--- src/hw/rtl/sjc_pkg.sv ---
// shared types, constants and arithmetic helpers for skeletal joint composition
package sjc_pkg;

   localparam int MaxBones = 256;
   localparam int SlotW = $clog2(MaxBones);
   localparam logic [15:0] RootMark = 16'hFFFF;

   // opcodes for the shared multiply-accumulate datapath
   typedef enum logic [3:0] {
      OP_SCL   = 4'd0,
      OP_QUAT  = 4'd1,
      OP_MAT   = 4'd2,
      OP_SVEC  = 4'd3,
      OP_ROT   = 4'd4,
      OP_NONE  = 4'd5
   } op_type;

   typedef struct packed {
      logic       load;
      logic       rd_parent;
      logic       wr_joint;
      op_type     op;
      logic [3:0] idx;
   } cmd_type;

   typedef struct packed {
      logic is_root;
      logic fault;
   } sts_type;

   function automatic logic signed [31:0] sat32(input logic signed [66:0] x);
      if (x > 67'sd2147483647) return 32'sh7FFFFFFF;
      if (x < -67'sd2147483648) return 32'sh80000000;
      return x[31:0];
   endfunction

   // floor(x / 2^s + 1/2)
   function automatic logic signed [66:0] rnd(input logic signed [66:0] x, input int s);
      logic signed [66:0] h;
      h = 67'sd1 <<< (s - 1);
      return (x + h) >>> s;
   endfunction

endpackage

--- src/hw/rtl/sjc_ctrl.sv ---
// sequencer for one bone: load, parent read, compose steps (skipped for a root or faulty parent), store, hand off
module sjc_ctrl (
   input  logic             clock,
   input  logic             reset,
   input  logic             req_valid,
   output logic             req_ready,
   output logic             rsp_valid,
   input  logic             rsp_ready,
   input  sjc_pkg::sts_type sts,
   output sjc_pkg::cmd_type cmd
);
   typedef enum logic [5:0] {
      S_IDLE = 6'b000001,
      S_READ = 6'b000010,
      S_WAIT = 6'b000100,
      S_CALC = 6'b001000,
      S_STORE = 6'b010000,
      S_OUT  = 6'b100000
   } state_type;

   state_type state_ff, state_in;
   logic [4:0] step_ff, step_in;

   assign req_ready = (state_ff == S_IDLE);
   assign rsp_valid = (state_ff == S_OUT);

   always_comb begin
      state_in = state_ff;
      step_in = step_ff;
      cmd = '{load: 1'b0, rd_parent: 1'b0, wr_joint: 1'b0, op: sjc_pkg::OP_NONE, idx: 4'd0};
      case (state_ff)
         S_IDLE: begin
            cmd.load = req_valid;
            if (req_valid) begin
               state_in = S_READ;
            end
         end
         S_READ: begin
            cmd.rd_parent = 1'b1;
            state_in = (sts.is_root || sts.fault) ? S_STORE : S_WAIT;
            step_in = 5'd0;
         end
         S_WAIT: begin
            state_in = S_CALC;
         end
         S_CALC: begin
            // 3 scale, 4 quat, 9 matrix, 3 scaled vector, 3 rotated
            if (step_ff < 5'd3) begin
               cmd.op = sjc_pkg::OP_SCL; cmd.idx = step_ff[3:0];
            end else if (step_ff < 5'd7) begin
               cmd.op = sjc_pkg::OP_QUAT; cmd.idx = 4'(step_ff - 5'd3);
            end else if (step_ff < 5'd16) begin
               cmd.op = sjc_pkg::OP_MAT; cmd.idx = 4'(step_ff - 5'd7);
            end else if (step_ff < 5'd19) begin
               cmd.op = sjc_pkg::OP_SVEC; cmd.idx = 4'(step_ff - 5'd16);
            end else begin
               cmd.op = sjc_pkg::OP_ROT; cmd.idx = 4'(step_ff - 5'd19);
            end
            step_in = step_ff + 5'd1;
            if (step_ff == 5'd21) begin
               state_in = S_STORE;
            end
         end
         S_STORE: begin
            cmd.wr_joint = 1'b1;
            state_in = S_OUT;
         end
         S_OUT: begin
            if (rsp_ready) begin
               state_in = S_IDLE;
            end
         end
         default: state_in = S_IDLE;
      endcase
   end

   always_ff @(posedge clock) begin
      if (reset) begin
         state_ff <= S_IDLE;
         step_ff <= 5'd0;
      end else begin
         state_ff <= state_in;
         step_ff <= step_in;
      end
   end

`ifndef SYNTHESIS
   a_no_ready_busy: assert property (@(posedge clock) disable iff (reset)
      rsp_valid |-> !req_ready) else $error("ready while result pending");
   a_load_to_read: assert property (@(posedge clock) disable iff (reset)
      (req_valid && req_ready) |=> state_ff == S_READ) else $error("load lost");
   a_store_then_out: assert property (@(posedge clock) disable iff (reset)
      cmd.wr_joint |=> rsp_valid) else $error("store without result");
`endif
endmodule

--- config.mk ---
export PLATFORM = sky130hd
export DESIGN_NAME = sjc_ctrl
export DESIGN_NICKNAME = d
export VERILOG_FILES = /design/src/hw/rtl/sjc_pkg.sv /design/src/hw/rtl/sjc_ctrl.sv
export SDC_FILE = /design/constraint.sdc
export NUM_CORES = 1
export LEC_CHECK = 0
export BUFFER_PORTS_ARGS = -buffer_cell sky130_fd_sc_hd__buf_4
export CORE_ASPECT_RATIO = 0.75
export CORE_MARGIN = 4
export CORE_UTILIZATION = 45
export DETAILED_ROUTE_END_ITERATION = 10
export GPL_ROUTABILITY_DRIVEN = 0
export HOLD_SLACK_MARGIN = 0.03
export PLACE_DENSITY = 0.65
export SLEW_MARGIN = 25
export SYNTH_ARGS = -nofsm -noshare
export SYNTH_HDL_FRONTEND = slang
export SYNTH_SLANG_ARGS = --single-unit
--- constraint.sdc ---
create_clock -name clock -period 1.8 [get_ports clock]
set_input_delay 0.36 -clock clock [delete_from_list [all_inputs] [get_ports clock]]
set_output_delay 0.36 -clock clock [all_outputs]
set_load 0.05 [all_outputs]
# Word level (Yosys, flattened, before mapping)
# Cells that the tools add are included.
dict set report op_classes {
  addsub 5
  n_mul 0
  div 0
  n_lt_le_gt_ge 4
  eq_ne 10
  n_shift 0
  n_mux 14
  bitwise_logic 0
  reduce_logical 3
}
# operator n
set op_table {}
lappend op_table {{$pmux 6 s6} 1}
lappend op_table {{$mux 7} 4}
lappend op_table {{$mux 6} 3}
lappend op_table {{$lt 5x5->1 const B} 2}
lappend op_table {{$pmux 5 s2} 1}
lappend op_table {{$mux 8} 1}
lappend op_table {{$sub 4x2->4 const B} 2}
lappend op_table {{$eq 6x1->1 const B} 1}
lappend op_table {{$eq 6x2->1 const B} 1}
lappend op_table {{$eq 6x3->1 const B} 1}
lappend op_table {{$eq 6x4->1 const B} 1}
lappend op_table {{$eq 6x5->1 const B} 1}
lappend op_table {{$eq 6x6->1 const B} 1}
lappend op_table {{$add 5x1->5 const B} 1}
lappend op_table {{$eq 5x5->1 const B} 1}
lappend op_table {{$lt 5x2->1 const B} 1}
lappend op_table {{$lt 5x3->1 const B} 1}
lappend op_table {{$mux 5} 1}
lappend op_table {{$ne 2x2->1 const B} 2}
lappend op_table {{$sub 4x1->4 const B} 1}
lappend op_table {{$sub 4x3->4 const B} 1}
lappend op_table {{$mux 1} 3}
lappend op_table {{$reduce_and 3->1} 1}
lappend op_table {{$ne 2x1->1 const B} 1}
lappend op_table {{other kinds (2)} 2}
dict set report totals {
  reg_bits 11
  latch_bits 0
  ram_bits 0
  rom_bits 0
  in_bits 6
  word_cells 38
  memories 0
}

# Logic depth before layout (Yosys ltp)
# Gate-level depths: netlist of run 1.
dict set report logic_depth {
  ltp_word 6
  depth_mapped 7
  ltp_nobuf 6
}

# Worst setup path after synthesis of run 1
# No wires, ideal clock.
dict set report synth_timing {
  path_type {reg-to-output}
  from {reg step_ff[0]}
  to {out cmd[2] in the netlist's numbering}
  arrival_time_ns 3.326
  setup_slack_ns -1.886
  stages_incl_launch_ff 7
  path_buffers 1
  cell_sequence {dfxtp_1 > ha_1 > buf_2 > nand2_1 > a2bb2oi_1 > nor2_1 > a2111oi_0}
}
# item line
set synth_lines {}
lappend synth_lines {{start: declaration} sjc_ctrl.sv:22} ;# logic [4:0] step_ff, step_in;
lappend synth_lines {{start signal: assignment} sjc_ctrl.sv:83} ;# step_ff <= step_in;
lappend synth_lines {{end: declaration} sjc_ctrl.sv:10} ;# output sjc_pkg::cmd_type cmd

==> run metrics, run 1 <==
data arrival time of the critical path ~1.6 ns; Syn Nets between 100 and 150; Final Util 0.818; Max Fclk between 500 and 600 MHz; clock slew at reported path FFs 0.08 ns; die width slightly below 60 microns; failing checks setup timing; die area around 2700 sq um; Worst Hold Depth 2; Final nets between 150 and 200; Synth Warn # 0; HP Start sts[1]; Post-synth EDFFs 0; Comb pwr share 0.298; Clock Tree Root clkbuf_4; I/O Pins 19; DRT antenna net count 0; Flop pwr share 0.414; CTS tree built; final worst path period share 1.10; Synth cell types 39; CP Max Fanout 6; gr ovfl total 0; initial antenna violation count 0; cell taking the most area after synthesis dfxtp_1; TritonCTS Sinks 11; Worst EP required 1.44 ns; routed vias/inst between 5 and 6; pre-CTS WS -0.0000877 ns; Yosys top cell area share 0.254; Initial Util 0.488; clk_skew 0.0117 ns; diode count 0; outcome finished with violations; clock latency on the worst-skew pair ~0.28 ns; synthesized instance count roughly 120; top post-synthesis cells by area dfxtp_1 25%, a21oi_1 6.4%, nor2_1 4.8%; CP endpoint kind output pin; core area 1770 sq um; # setup viols final 7; vias in the first global route 807; H-tree Lvls 1; Critical path origin state_ff[0]$_SDFFE_PP1P_; WS Path Type flop to output pin; FP Rows 13; Pwr Density 421 nW/um^2; pin count of the biggest net entering global routing 11; DP HPWL 1610 microns; Syn Std Cell Area slightly below 900 sq um; async set-reset flop share out of synthesis 0; clock network power share 0.289; clock buffer depth 2; hold crit path type input pin to flop; switching power 0.197 mW; final-report hold violation count 0; worst reg2reg startpoint state_ff[0]$_SDFFE_PP1P_; switching portion of total power 0.322; GR Util All Layers 0.189; TritonRoute pass-1 iters 5; synth-to-layout area growth 67.5%; DRC errors left 0; share of cells above drive strength 1 0.555; startpoint types flop; initial DRC count 39; Vias around 980; port buffer count 17; first-pass GRT wire length 3830 microns; max-slew violations 0; MaxCap Viol Count 0; Internal Pwr Total approximately 0.41 mW; die height roughly 46 microns; # hold bufs at CTS 0; drt total wl 2790 microns; ys flop type dfxtp_1; Lkg Pwr 0.605 nW; FF-to-FF path depth 6; Final min period about 2.0 ns; CTS buffer count 3; routed len/inst about 16 microns; #FFs+latches synth 11; mean area per synthesized cell between 7 and 8 sq um; Post-synth top cells 11 x a21oi_1, 11 x dfxtp_1, 11 x nor2_1, 8 x inv_1, 7 x o21ai_0; final worst setup slack -0.183 ns; RSZ-0062 raised after global routing true; VDD IR-drop max between 0.5 and 0.6 mV; Filler Cell Count between 100 and 150; register area share after synthesis 0.254
## path summary, 6_finish.rpt
path | end | slack, ns
min | state_ff[2]$_SDFFE_PP0P_ | 0.25
max | cmd[2] | -0.18
max reg2reg | step_ff[3]$_SDFFE_PP0P_ | 0.13
min reg2reg | state_ff[0]$_SDFFE_PP1P_ | 0.60
## power by group through the flow
stage | clock, mW | combinational (mW) | sequential [mW]
finish | 0.176 | 0.182 | 0.252
global route | 0.193 | 0.193 | 0.253
CTS | 0.182 | 0.141 | 0.253
detailed placement | 0 | 0.132 | 0.260
global placement | 0 | 0.129 | 0.260
floorplan | 0 | 0.0944 | 0.261
## flip-flops by register name (all words and copies together) (netlist names)
name / flops
state_ff: 6
step_ff: 5
## area by class of cell
class / instances / area (sq um) / share of cell area
flip-flops and latches: 11 / 243 / 0.167
multi-input cells: 85 / 698 / 0.481
clock inverters: 1 / 5.00 / 0.00345
clock buffers: 3 / 22.5 / 0.0155
repair buffers: 47 / 424 / 0.292
inverters: 8 / 30.0 / 0.0207
well taps: 22 / 27.5 / 0.0190
## per-stage QoR
step | TNS (ns) | power, mW | instance area (sq um) | hold WS, ns | std cells
floorplan | -0.301 | 0.355 | 903 | 0.438 | 116
global placement | 0 | 0.389 | 1090 | 0.535 | 156
detailed placement | -0.0000877 | 0.392 | 1090 | 0.538 | 156
CTS | -0.895 | 0.576 | 1250 | 0.250 | 166
global route | -1.50 | 0.639 | 1450 | 0.259 | 177
finish | -0.766 | 0.610 | 1450 | 0.250 | 177
## cells in the final DEF, fill, tap and decap left out, types with 3 or more instances in the layout
cell,count
buf_4,29
buf_6,17
inv_1,8
a21oi_1,8
nor2_1,7
o21ai_0,5
dfxtp_4,5
and3_4,4
nand2_1,4
nand3b_1,3
nor2_2,3
nand3_1,3
nand2b_1,3
clkbuf_4,3
dfxtp_1,3
dfxtp_2,3
## worst max-delay path: stages (launching register included)
cell and delay (ns):
dfxtp_4 0.37, nor3_4 0.28, nand3_4 0.18, a2111oi_4 0.31
buf_6 0.20
## what timing repair did
action                     CTS  global route
pin swaps                    9            12
setup endpoints to repair   11            12
gates resized for setup     27            30
buffers inserted             6            11
## routing by layer
| layer | vias to the layer above | track usage | routed length, microns | part of all wire |
|---|---|---|---|---|
| met3 | 4 | 0.0595 | 165 | 0.059 |
| met1 | 462 | 0.273 | 1360 | 0.49 |
| met4 | 0 | 0.0271 | 35 | 0.013 |
| met5 | - | 0 | 0 | 0 |
| met2 | 34 | 0.278 | 1230 | 0.44 |
| li1 | 479 | - | - | - |
## cells by family after synthesis
kind of cell / after synthesis / synth area share
simple gates: 48 / 0.341
compound gates: 30 / 0.217
buf+inv: 20 / 0.114
flops: 11 / 0.254
xor+xnor: 4 / 0.0405
fa+ha+maj: 2 / 0.0289
other cells: 1 / 0.00433
(Power assumes the default switching activity.)
==> run 2, diff against run 1 <==
- SETUP_SLACK_MARGIN: unset -> 0.1
==> run metrics, run 2 (synthesis gave the netlist of run 1 again) <==
outcome finished with violations; failing checks setup timing; Filler Cell Count 62 (-42%); Initial Util 0.488 (unchanged); clock latency on the worst-skew pair 0.28 ns (about the same); CTS buffer count 3 (unchanged); data arrival time of the critical path 1.69 ns (+0.07 ns); TritonRoute pass-1 iters 4 (-1); CP endpoint kind output pin; DRT antenna net count 0 (unchanged); DRC errors left 0 (unchanged); Top Registers state_ff x6, step_ff x5; diode count 0 (unchanged); Comb pwr share 0.328 (+0.030); VDD IR-drop max 0.646 mV (+28%); Worst EP required 1.44 ns (about the same); Pwr Density 391 nW/um^2 (-7.2%); CP Max Fanout 5 (-1); worst-margin pin slew ~0.54 ns; die width 58.7 microns (unchanged); TNS Setup -1.37 ns (-0.603 ns); TritonCTS Sinks 11 (unchanged); pin count of the biggest net entering global routing 12 (+1); GR Util All Layers 0.282 (+0.0925); WS Path Type flop to output pin; startpoint types flop; drt total wl 4120 microns (+48%); core area 1770 sq um (unchanged); Max Fclk 488 MHz (-3.2%); clock buffer depth 2 (unchanged); synth-to-layout area growth 90.3%; pre-CTS WS -0.0282 ns (-0.0281 ns); CTS tree built; max FFs per register 6 (unchanged); final std cells w/o fill 186 (+5.1%); initial DRC count 126 (+220%); most frequent cells in the layout 31 x buf_4, 20 x buf_6, 7 x inv_1, 7 x nor2_1, 5 x dfxtp_2; die area 2700 sq um (unchanged); clock network power share 0.279 (-0.010); die height 46.0 microns (unchanged); gr ovfl total 0 (unchanged); routed vias/inst 6.31 (+14%); # hold bufs at CTS 0 (unchanged); first-pass GRT wire length 5510 microns (+44%); routed len/inst 22.1 microns (+40%); RSZ-0062 raised after global routing true; final instance area 1650 sq um (+14%); Flop pwr share 0.393 (-0.021); total chip power 0.644 mW (+5.5%); clk_skew 0.000601 ns (-0.0111 ns); max-slew violations 0 (unchanged); H-tree Lvls 1 (unchanged); port buffer count 17 (unchanged); final-report hold violation count 0 (unchanged); clock slew at reported path FFs 0.08 ns (about the same); FP Rows 13 (unchanged); Clock Tree Root clkbuf_4; Final min period 2.05 ns (+0.0655 ns); final worst path period share 1.14 (+0.0364); Final nets 173 (+5.5%); switching portion of total power 0.332 (+0.0100); Internal Pwr Total 0.430 mW (+3.9%); # setup viols final 12 (+5); Slew headroom 0.637; DP HPWL 1690 microns (+5.1%); vias in the first global route 1099 (+36%); Lkg Pwr 0.688 nW (+14%); initial antenna violation count 0 (unchanged); hold crit path type input pin to flop; Cell Area, Placed 1140 sq um (+4.6%); switching power 0.214 mW (+8.8%); placed insts 158 (+1.3%); most common cell after layout, fill and taps aside buf_4; register name with the most flops state_ff; final worst setup slack -0.248 ns (-0.0655 ns); I/O Pins 19 (unchanged); share of cells above drive strength 1 0.634 (+0.0793); MaxCap Viol Count 0 (unchanged); Vias 1174 (+20%)
==> run 2: stage by stage <==
stage                      util  hold slack (ns)
after floorplan               -            0.438
final                     0.929            0.249
after CTS                 0.868            0.245
after global placement    0.641            0.535
after detailed placement  0.641            0.544
after global routing      0.929            0.234
==> run 2: cell type report <==
| cell class | instances | area [sq um] | area share |
|---|---|---|---|
| well taps | 22 | 27.5 | 0.0167 |
| multi-input cells | 85 | 783 | 0.475 |
| clock buffers | 3 | 22.5 | 0.0137 |
| clock inverters | 1 | 5.00 | 0.00304 |
| repair buffers | 56 | 538 | 0.326 |
| inverters | 8 | 30.0 | 0.0182 |
| flip-flops and latches | 11 | 241 | 0.147 |
==> run 2: routing by layer <==
metal | track usage | vias up | part of all wire
met4 | 0.0995 | 0 | 0.030
met3 | 0.0793 | 18 | 0.11
li1 | - | 495 | -
met2 | 0.465 | 104 | 0.46
met1 | 0.354 | 557 | 0.41
met5 | 0 | - | 0
==> run 2: repair_timing <==
action,CTS,global route
gates cloned,0,0
pin swaps,16,10
buffers inserted,20,7
gates resized for setup,57,20
setup endpoints to repair,12,14
==> run 2: critical path: stages, from the launching register on <==
cell	delay, ns
dfxtp_4	0.37
buf_6	0.13
a21oi_4	0.19
nand2b_2	0.18
xnor2_2	0.18
nor2_4	0.12
buf_4	0.23
==> run 2: path summary, 6_finish.rpt <==
kind	startpoint	end	slack, ns	depth (start not counted)
min reg2reg	state_ff[5]$_SDFFE_PP0P_	state_ff[0]$_SDFFE_PP1P_	0.70	1
max	step_ff[1]$_SDFFE_PP0P_	cmd[0]	-0.25	6
max reg2reg	state_ff[3]$_SDFFE_PP0P_	step_ff[3]$_SDFFE_PP0P_	0.12	7
min	sts[0]	state_ff[2]$_SDFFE_PP0P_	0.25	2
==> run 2: power by group through the flow <==
stage / clock network, mW / logic, mW / registers, mW
2_1_floorplan: 0 / 0.0944 / 0.261
3_3_place_gp: 0 / 0.129 / 0.260
3_5_place_dp: 0 / 0.132 / 0.260
4_1_cts: 0.176 / 0.185 / 0.254
5_1_grt: 0.198 / 0.221 / 0.253
6_report: 0.180 / 0.211 / 0.253
==> run 3, diff against run 2 <==
==> constraint.sdc (replaced) <==
create_clock -name clock -period 1.8 [get_ports clock]
set_input_delay 0.36 -clock clock [delete_from_list [all_inputs] [get_ports clock]]
set_output_delay 0.36 -clock clock [all_outputs]
set_load 0.02 [all_outputs]
==> run metrics, run 3 (synthesis gave the netlist of run 1 again) <==
hold crit path type input pin to flop; Vias 1007 (-14%); clock slew at reported path FFs 0.08 ns (about the same); clock latency on the worst-skew pair 0.27 ns (about the same); most frequent cells in the layout 31 x buf_4, 12 x buf_6, 9 x nor2_1; routed vias/inst 5.75 (-8.8%); diode count 0 (unchanged); Worst EP required 1.44 ns (about the same); CP Max Fanout 11 (+6); CTS tree built; max-slew violations 0 (unchanged); TritonRoute pass-1 iters 4 (unchanged); clock buffer depth 2 (unchanged); core area 1770 sq um (unchanged); placed insts 153 (-3.2%); H-tree Lvls 1 (unchanged); DP HPWL 1670 microns (-1.5%); MaxCap Viol Count 0 (unchanged); Pwr Density 424 nW/um^2 (+8.6%); gr ovfl total 0 (unchanged); first-pass GRT wire length 4110 microns (-26%); initial antenna violation count 0 (unchanged); pre-CTS WS 0.0522 ns (+0.0804 ns); share of cells above drive strength 1 0.562 (-0.0721); Clock Tree Root clkbuf_4; initial DRC count 87 (-31%); FP Rows 13 (unchanged); TritonCTS Sinks 11 (unchanged); vias in the first global route 835 (-24%); die height 46.0 microns (unchanged); failing checks setup timing; CTS buffer count 3 (unchanged); startpoint types flop; Max Fclk 499 MHz (+2.2%); VDD IR-drop max 0.451 mV (-30%); final worst setup slack -0.203 ns (+0.0451 ns); Filler Cell Count 113 (+82%); port buffer count 17 (unchanged); die area 2700 sq um (unchanged); clk_skew 0.00533 ns (+0.00473 ns); # hold bufs at CTS 0 (unchanged); outcome finished with violations; WS Path Type flop to output pin; drt total wl 3040 microns (-26%); # setup viols final 6 (-6); DRC errors left 0 (unchanged); CP endpoint kind output pin; synth-to-layout area growth 66.2%; Final min period 2.00 ns (-0.0451 ns); die width 58.7 microns (unchanged); register name with the most flops state_ff; Lkg Pwr 0.595 nW (-14%); I/O Pins 19 (unchanged); most common cell after layout, fill and taps aside buf_4; Hold WS 0.243 ns (-0.00537 ns); final std cells w/o fill 175 (-5.9%); RSZ-0062 raised after global routing true; max FFs per register 6 (unchanged); routed len/inst 17.4 microns (-21%); final-report hold violation count 0 (unchanged); final worst path period share 1.11 (-0.0250); GR Util All Layers 0.204 (-0.0779); Final nets 162 (-6.4%); data arrival time of the critical path 1.64 ns (-0.05 ns); DRT antenna net count 0 (unchanged); Initial Util 0.488 (unchanged); Top Registers state_ff x6, step_ff x5; pin count of the biggest net entering global routing 12 (unchanged)
## run 3: cell count changes in the layout (fill, tap and decap cells not counted), moves of 2 or more
cell	before	now
buf_6	20	12
buf_8	4	1
a21oi_4	3	1
nor2_2	3	1
nor2_1	7	9
xnor2_1	0	2
## run 3: power breakdown
group,switching [mW],internal [mW],total (mW)
Clock,0.0970,0.0823,0.179
Combinational,0.0766,0.0994,0.176
Sequential,0.0115,0.243,0.255
## run 3: layout make-up
cell class / instances / area [sq um] / area share
clock buffers: 3 / 22.5 / 0.0157
clock inverters: 1 / 5.00 / 0.00348
inverters: 8 / 30.0 / 0.0209
multi-input cells: 85 / 707 / 0.491
flip-flops and latches: 11 / 244 / 0.170
well taps: 22 / 27.5 / 0.0191
repair buffers: 45 / 403 / 0.280
## run 3: critical path, stage by stage (launching register included)
cell and delay (ns):
dfxtp_2 0.50, inv_1 0.13, a21oi_2 0.14, nor2_2 0.06, a2111oi_4 0.33, buf_4 0.20
## run 3: final timing paths
path	from	endpoint	slack, ns	cells after the start
setup / recovery	step_ff[2]$_SDFFE_PP0P_	cmd[2]	-0.20	5
hold / removal	sts[1]	state_ff[2]$_SDFFE_PP0P_	0.24	2
setup reg to reg	state_ff[4]$_SDFFE_PP0P_	step_ff[3]$_SDFFE_PP0P_	0.14	7
hold reg to reg	state_ff[5]$_SDFFE_PP0P_	state_ff[0]$_SDFFE_PP1P_	0.61	1
## run 3: repair_timing
| action | in CTS | in global routing |
|---|---|---|
| resized for setup | 30 | 28 |
| pin swaps | 10 | 12 |
| endpoints found under the hold margin | 0 | 0 |
| setup buffers | 7 | 11 |
| endpoints found under the setup margin | 12 | 12 |
## run 3: per-layer routing
layer / up-vias / routed length [microns] / GRT usage
met4: 0 / 29 / 0.0271
met3: 4 / 213 / 0.0453
met2: 46 / 1370 / 0.296
met5: - / 0 / 0
li1: 477 / - / -
met1: 480 / 1420 / 0.309
## run 3: per-stage QoR
step / area, sq um / utilization / setup TNS, ns / power (mW)
2_1_floorplan: 890 / - / 0 / 0.334
3_3_place_gp: 1050 / 0.593 / 0 / 0.367
3_5_place_dp: 1050 / 0.593 / 0 / 0.369
4_1_cts: 1240 / 0.697 / -0.380 / 0.579
5_1_grt: 1440 / 0.812 / -1.05 / 0.636
6_report: 1440 / 0.812 / -0.485 / 0.610
